==> config.mk <==
export PLATFORM = sky130hd
export DESIGN_NAME = midi_note_scale_quantizer_top
export DESIGN_NICKNAME = d
export VERILOG_FILES = /design/src/rtl/core/mnsq_pkg.sv /design/src/rtl/core/midi_note_scale_quantizer_top.sv
export SDC_FILE = /design/constraint.sdc
export NUM_CORES = 1
export LEC_CHECK = 0
export BUFFER_PORTS_ARGS = -buffer_cell sky130_fd_sc_hd__buf_2
export CORE_ASPECT_RATIO = 1.4
export CORE_MARGIN = 2
export CORE_UTILIZATION = 50
export CTS_CLUSTER_DIAMETER = 80
export DETAILED_ROUTE_END_ITERATION = 6
export MAX_ROUTING_LAYER = met4
export PLACE_DENSITY = 0.69
export SYNTH_ARGS = -nofsm -noshare
export SYNTH_HDL_FRONTEND = slang
export SYNTH_SLANG_ARGS = --single-unit
export TNS_END_PERCENT = 30
==> constraint.sdc <==
create_clock -name clk -period 5.64 [get_ports clk]
set_clock_uncertainty 0.15 [all_clocks]
set_input_delay 0.282 -clock clk [delete_from_list [all_inputs] [get_ports clk]]
set_output_delay 0.282 -clock clk [all_outputs]
set_load 0.01 [all_outputs]
==> src/rtl/core/mnsq_pkg.sv <==
// ----------------------------------------------------------------------------
// MIDI note scale quantizer package
// Shared types, widths and constants of the note scale quantizer.
// ----------------------------------------------------------------------------
package mnsq_pkg;

	localparam int NOTE_W       = 7;
	localparam int RAND_W       = 7;
	localparam int ROOT_W       = 4;
	localparam int CHANCE_W     = 7;
	localparam int DEG_W        = 4;
	localparam int MAX_DEGREES  = 7;
	localparam int DEGREES_W    = DEG_W * MAX_DEGREES;
	localparam int OCT_W        = 4;
	localparam int CFG_DATA_W   = DEGREES_W;

	localparam logic [DEG_W-1:0]     PITCH_CLASSES = 4'd12;
	localparam logic [CHANCE_W-1:0]  FULL_CHANCE   = 7'd100;
	localparam logic [NOTE_W:0]      NOTE_MAX      = 8'd127;

	// Division of a 7-bit note by twelve as a multiply and shift.
	localparam logic [NOTE_W+5:0]    DIV12_MUL     = 13'd43;
	localparam int                   DIV12_SHIFT   = 9;

	localparam logic [ROOT_W-1:0]    ROOT_RESET    = 4'd0;
	localparam logic [CHANCE_W-1:0]  CHANCE_RESET  = 7'd100;
	localparam logic                 SCALE_RESET   = 1'b0;
	localparam logic [DEGREES_W-1:0] DEGREES_RESET = 28'hB975420;

	typedef enum logic [1:0] {
		CFG_ROOT_NOTE     = 2'd0,
		CFG_CHANCE        = 2'd1,
		CFG_SCALE_ON      = 2'd2,
		CFG_SCALE_DEGREES = 2'd3
	} cfg_index_t;

	typedef struct packed {
		logic [NOTE_W-1:0] note_number;
		logic [RAND_W-1:0] random_value;
	} note_req_t;

	typedef struct packed {
		logic [NOTE_W-1:0] note_out;
		logic              was_quantized;
	} note_res_t;

endpackage

==> src/rtl/core/midi_note_scale_quantizer_top.sv <==
// ----------------------------------------------------------------------------
// MIDI note scale quantizer
// Quantizes note-on numbers down onto a rotated scale, with a chance test.
// ----------------------------------------------------------------------------
// Usage:
// A request on note_valid/note_ready carries a note number and a random value
// from 0 to 99. The result channel result_valid/result_ready returns the note,
// quantized down onto the scale or passed through, and a flag that tells which.
// A quantized note that would fall below 0 or above 127 yields no result.
// The datapath is three register stages: input split and chance test, scale
// lookup, rotation and octave fix. The result is registered in the third stage,
// and one request is taken in every cycle while the result side keeps up.
// When result_ready stays low the stages fill in turn and note_ready
// falls once all three hold a request; nothing is lost or repeated.
// The configuration port writes one register per cycle with cfg_we high; the user
// must use it only while no request is in flight, as the block does not enforce it.
// Reset clears all stages and loads root 0, chance 100, scale off and the
// major scale.
// ----------------------------------------------------------------------------
module midi_note_scale_quantizer_top (
	input  logic                            clk,
	input  logic                            arst_n,
	input  logic                            note_valid,
	output logic                            note_ready,
	input  mnsq_pkg::note_req_t             note_data,
	output logic                            result_valid,
	input  logic                            result_ready,
	output mnsq_pkg::note_res_t             result_data,
	input  logic                            cfg_we,
	input  mnsq_pkg::cfg_index_t            cfg_index,
	input  logic [mnsq_pkg::CFG_DATA_W-1:0] cfg_wdata
);
	import mnsq_pkg::*;

	logic [ROOT_W-1:0]    root_note_q;
	logic [CHANCE_W-1:0]  chance_q;
	logic                 scale_on_q;
	logic [DEGREES_W-1:0] degrees_q;

	always_ff @(posedge clk or negedge arst_n) begin
		if (!arst_n) begin
			root_note_q <= ROOT_RESET;
			chance_q    <= CHANCE_RESET;
			scale_on_q  <= SCALE_RESET;
			degrees_q   <= DEGREES_RESET;
		end else if (cfg_we) begin
			case (cfg_index)
				CFG_ROOT_NOTE:     root_note_q <= cfg_wdata[ROOT_W-1:0];
				CFG_CHANCE:        chance_q    <= cfg_wdata[CHANCE_W-1:0];
				CFG_SCALE_ON:      scale_on_q  <= cfg_wdata[0];
				CFG_SCALE_DEGREES: degrees_q   <= cfg_wdata[DEGREES_W-1:0];
				default: begin
				end
			endcase
		end
	end

	// Root reduced modulo twelve and the ascending prefix of valid degrees.
	logic [DEG_W-1:0]       root_r;
	logic [DEG_W-1:0]       deg [MAX_DEGREES];
	logic [MAX_DEGREES-1:0] deg_ok;

	always_comb begin
		root_r = (root_note_q >= PITCH_CLASSES) ? root_note_q - PITCH_CLASSES
		                                        : root_note_q;
		for (int k = 0; k < MAX_DEGREES; k++) begin
			deg[k] = degrees_q[k*DEG_W +: DEG_W];
		end
		deg_ok[0] = deg[0] < PITCH_CLASSES;
		for (int k = 1; k < MAX_DEGREES; k++) begin
			deg_ok[k] = deg_ok[k-1] && (deg[k] > deg[k-1]) && (deg[k] < PITCH_CLASSES);
		end
	end

	// Stage enables.
	logic v_s1, v_s2, v_s3;
	logic en1, en2, en3;

	assign en3        = !v_s3 || result_ready;
	assign en2        = !v_s2 || en3;
	assign en1        = !v_s1 || en2;
	assign note_ready = en1;

	// Stage 1: pitch class, octave and pass-through decision.
	logic [NOTE_W+5:0] prod;
	logic [OCT_W-1:0]  oct_in;
	logic [NOTE_W-1:0] oct12_in;
	logic [DEG_W-1:0]  pc_in;
	logic              pass_in;

	always_comb begin
		prod     = {6'd0, note_data.note_number} * DIV12_MUL;
		oct_in   = prod[DIV12_SHIFT +: OCT_W];
		oct12_in = NOTE_W'({3'd0, oct_in} * 7'd12);
		pc_in    = DEG_W'(note_data.note_number - oct12_in);
		pass_in  = !scale_on_q
			|| ((chance_q != FULL_CHANCE)
				&& ((chance_q == '0) || (note_data.random_value > chance_q)));
	end

	logic [NOTE_W-1:0] note_s1;
	logic [DEG_W-1:0]  pc_s1;
	logic [OCT_W-1:0]  oct_s1;
	logic              pass_s1;

	always_ff @(posedge clk or negedge arst_n) begin
		if (!arst_n) begin
			v_s1 <= 1'b0;
		end else if (en1) begin
			v_s1 <= note_valid;
		end
	end

	always_ff @(posedge clk) begin
		if (en1) begin
			note_s1 <= note_data.note_number;
			pc_s1   <= pc_in;
			oct_s1  <= oct_in;
			pass_s1 <= pass_in;
		end
	end

	// Stage 2: highest valid scale degree at or below the unrotated class.
	logic [DEG_W-1:0] q_cls;
	logic [DEG_W-1:0] last;

	always_comb begin
		q_cls = (pc_s1 >= root_r) ? pc_s1 - root_r : pc_s1 + PITCH_CLASSES - root_r;
		last  = '0;
		for (int k = 0; k < MAX_DEGREES; k++) begin
			if (deg_ok[k] && (deg[k] <= q_cls)) begin
				last = deg[k];
			end
		end
	end

	logic [NOTE_W-1:0] note_s2;
	logic [DEG_W-1:0]  pc_s2;
	logic [OCT_W-1:0]  oct_s2;
	logic              pass_s2;
	logic [DEG_W-1:0]  last_s2;

	always_ff @(posedge clk or negedge arst_n) begin
		if (!arst_n) begin
			v_s2 <= 1'b0;
		end else if (en2) begin
			v_s2 <= v_s1;
		end
	end

	always_ff @(posedge clk) begin
		if (en2) begin
			note_s2 <= note_s1;
			pc_s2   <= pc_s1;
			oct_s2  <= oct_s1;
			pass_s2 <= pass_s1;
			last_s2 <= last;
		end
	end

	// Stage 3: rotate to the root, fix the octave and check the range.
	logic [DEG_W:0]    rot_sum;
	logic [DEG_W-1:0]  mapped;
	logic              down;
	logic [OCT_W-1:0]  oct_adj;
	logic [NOTE_W:0]   res_note;
	logic              in_range;
	note_res_t         res_next;

	always_comb begin
		rot_sum  = {1'b0, last_s2} + {1'b0, root_r};
		mapped   = (rot_sum >= {1'b0, PITCH_CLASSES}) ? DEG_W'(rot_sum - {1'b0, PITCH_CLASSES})
		                                              : rot_sum[DEG_W-1:0];
		down     = mapped > pc_s2;
		oct_adj  = oct_s2 - OCT_W'(down);
		res_note = (NOTE_W+1)'({4'd0, oct_adj} * 8'd12) + {4'd0, mapped};
		in_range = !(down && (oct_s2 == '0)) && (res_note <= NOTE_MAX);
		res_next.note_out      = pass_s2 ? note_s2 : res_note[NOTE_W-1:0];
		res_next.was_quantized = !pass_s2;
	end

	note_res_t res_s3;

	always_ff @(posedge clk or negedge arst_n) begin
		if (!arst_n) begin
			v_s3 <= 1'b0;
		end else if (en3) begin
			v_s3 <= v_s2 && (pass_s2 || in_range);
		end
	end

	always_ff @(posedge clk) begin
		if (en3) begin
			res_s3 <= res_next;
		end
	end

	assign result_valid = v_s3;
	assign result_data  = res_s3;

endmodule

==> Flow_metrics.wiki <==
{| class="wikitable"
! Metric !! Value
|-
| Number of antenna violations at the first check in global routing || 0
|-
| Count of synthesis-stage warnings from yosys || 0
|-
| Boundary pin count || 59
|-
| Max-cap violations || 0
|-
| Core box area || 12200 um^2
|-
| Number of remaining DRC errors || 0
|-
| Fmax || 186 MHz
|-
| Switching power as a share of total power || 42.6%
|-
| Gpl congestion || 0.869
|-
| Clock latency of the later-clocked register in the worst-skew pair || 340 ps
|-
| Distinct cells, synth || 57
|-
| Root buf cell || clkbuf_16
|-
| TritonCTS clock tree || built
|-
| Number of setup violations in the final report || 0
|-
| GR Util All Layers || 19.9%
|-
| Largest fanout on the critical path || 5
|-
| Std-Cell Rows || 48
|-
| VDD IR-drop max || 0.377 mV
|-
| GR Util met2 || 36.8%
|-
| Number of buffers and inverters on the critical path || 2
|-
| Overall die width || 98.1 um
|-
| Final net count || 813
|-
| Switching power summed over all nets || 0.00189 W
|-
| Flops & latches, synth || 83
|-
| Remaining global-route overflow || 0
|-
| Grt met1 use || 21.0%
|-
| CTS buffer count || 9
|-
| Initial DRC Count || 148
|-
| Library cell with the largest summed area after synthesis || ha_1
|-
| Nature of the critical path endpoint || flop
|-
| Largest net degree at the start of global routing || 44
|-
| WL/cell || 15.6 um
|-
| Area share of the largest cell type after synthesis || 23.2%
|-
| Outcome || complete, no violations
|-
| Reg-to-reg critical path startpoint || root_note_q[2]
|-
| Worst path arrival time || 5440 ps
|-
| Static leakage || 3.38 nW
|-
| Shortest period the worst path allows || 5380 ps
|-
| Final max-slew violation count || 0
|-
| Wire length of the first global-routing pass || 20900 um
|-
| Most used cell along the critical path || ha_1
|-
| Number of nets produced by synthesis || 737
|-
| Via count of the first global-routing pass || 4716
|-
| Relative slew slack || 34.6%
|-
| Startpoint of the lowest-slack hold path || cfg_wdata[16]
|-
| Worst-case setup slack after placement || -228 ps
|-
| Final number of hold-violating endpoints || 0
|-
| Comb pwr share || 63.6%
|-
| Final non-filler cell total || 792
|-
| Commonest cells post-synth || ha_1, inv_1, mux2_2
|-
| Die area || 13300 um^2
|-
| Kind of launch point of the worst setup path || flop
|-
| Hold/Removal Path Class || in2reg
|-
| Cell internal pwr || 0.00255 W
|-
| Part of the power in registers || 22.8%
|-
| Final HPWL DP || 9650 um
|-
| Slowest cell on the critical path || fa_2
|-
| Tcrit/Tclk final || 95.3%
|-
| Remaining number of nets flagged by the antenna check after routing || 0
|-
| Async set or reset register ratio after synthesis || 51.8%
|-
| Number of detailed-routing iterations run before antenna repair || 4
|-
| WP data required || 5700 ps
|-
| Highest-utilization routing layer at the global route stage || met2
|-
| Via Count || 4440
|-
| Share of final-layout standard cells stronger than drive strength 1 || 26.5%
|-
| Accumulated negative setup slack || 0 ps
|-
| # clock sinks || 83
|-
| Critical path type || reg2reg
|-
| Effective utilization at floorplan || 50.8%
|-
| Count of input and output buffers || 58
|-
| Delay of the slowest cell on the worst path || 600 ps
|-
| Fin worst setup slack || 265 ps
|-
| Slew at the pin with the worst max-slew slack || 980 ps
|-
| Sequential fraction of the synthesis area || 37.1%
|-
| Number of enable flip-flop cells after synthesis || 40
|-
| Worst path top cell family by delay || adder cells
|-
| Cells taking the most area after synthesis || ha_1, edfxtp_1, dfrtp_1
|-
| Met3 demand-to-capacity share in global routing || 3.35%
|-
| Overall Power || 0.00444 W
|-
| Antenna cells || 0
|-
| Avg Cell Area, Syn || 11.0 um^2
|-
| Max Root-Sink Buffers || 2
|-
| Total Routed Length || 12300 um
|-
| Die Ht || 136 um
|-
| Mean number of vias per cell || 5.61
|-
| Layout overhead on the synthesized area || 15.4%
|-
| Most frequently used flop master after synthesis || edfxtp_1
|-
| Power per Cell Area || 622 nW/um^2
|-
| Total placed cells including tap cells || 769
|-
| Level count of the clock H-tree || 3
|-
| Clock transition time at the flip-flop clock pins of the worst setup and hold paths || 70 ps
|-
| Dominant cell by count in the synthesized netlist || ha_1
|-
| Cell area after technology mapping || 6190 um^2
|-
| Launch point of the critical path || root_note_q[2]
|-
| Post-Syn Instances || 561
|-
| Clock network power share || 13.6%
|}
-- registers in the layout, summed over array words and instances, names as in the netlist, 2 cells and up --
signal       flops
oct_s1           4
result_data      8
note_s2          7
degrees_q       28
note_s1          7
chance_q         7
root_note_q      4
pc_s1            2
pc_s2            2
last_s2          4
oct_s2           4
-- cell type report --
cell class	instances	area [um^2]
Fill cell	1025	5050
Multi-Input combinational cell	390	3660
Sequential cell	83	2300
Timing Repair Buffer	69	378
Inverter	84	315
Clock buffer	9	225
Tap cell	150	188
Clock inverter	7	82.6
-- cells in the final DEF, fill, tap and decap left out, drive strengths merged, types with 6 or more instances in the layout --
master / instances
a21oi: 34
buf: 67
clkbuf: 9
dfrtp: 28
dfstp: 15
edfxtp: 40
fa: 12
ha: 115
inv: 87
mux2: 42
nand2: 21
nand3: 8
nand4: 15
nor2: 9
nor2b: 13
o211ai: 6
o21a: 12
o21ai: 26
xnor2: 10
xor2: 8
-- per-layer routing --
layer	part of all wire, %	vias up	wire, um
met5	0	-	0
met4	2.3	0	289
met3	2.9	25	352
met2	55	78	6790
met1	40	2162	4910
li1	-	2175	-
-- repair_timing --
action                                  4_1_cts  5_1_grt
gates resized for setup                       3       17
hold buffers                                  2        0
pin swaps                                     0        6
hold endpoints to repair                     22        0
endpoints found under the setup margin        2        4
buffers inserted                              0        5
-- power groups by stage --
stage | sequential (W) | clock, W | combinational (W)
2_1_floorplan | 0.000991 | 0 | 0.00185
3_3_place_gp | 0.00102 | 0 | 0.00225
3_5_place_dp | 0.00102 | 0 | 0.00245
4_1_cts | 0.00101 | 0.000618 | 0.00249
5_1_grt | 0.00103 | 0.000645 | 0.00314
6_report | 0.00101 | 0.000604 | 0.00282
-- worst register-to-register path, delay by kind of cell, from the launching register on --
kind	cells	cell delay (ps)
xor gates and xnor gates	3	540
buffers and inverters	2	230
DFF	1	400
adders and majority gates	6	1900
AOI/OAI and AO/OA	8	1180
and+or+nand+nor	7	860
-- final timing paths --
kind / endpoint / depth (start not counted) / slack (ps)
setup / recovery: result_valid / 26 / 260
setup reg to reg: result_valid / 26 / 260
hold / removal: degrees_q[16] / 2 / 20
hold reg to reg: oct_s2[1] / 0 / 260
max in group asynchronous: chance_q[0] / 2 / 4230
min in group asynchronous: v_s1 / 2 / 480
-- logic make-up (layout without fill, tap and decap cells) --
family | after synthesis | in the layout | share of synthesized area [%]
adder cells (fa/ha/maj) | 127 | 127 | 27.1
AO/OA/AOI/OAI | 111 | 111 | 11.9
AND/OR/NAND/NOR | 92 | 92 | 8.26
buffers and inverters | 88 | 169 | 5.45
flip-flops | 83 | 83 | 37.1
multiplexers | 42 | 42 | 7.64
XOR/XNOR | 18 | 18 | 2.55
-- through the flow --
stage / util [%] / hold WS, ps / area [um^2]
6_report: 58.6 / 19.6 / 7140
5_1_grt: 58.6 / 14.7 / 7140
4_1_cts: 57.6 / 10.9 / 7020
3_5_place_dp: 54.8 / 255 / 6680
3_3_place_gp: 54.8 / 253 / 6680
2_1_floorplan: - / -164 / 6190
Note: power is estimated with default switching activity, not from simulation.
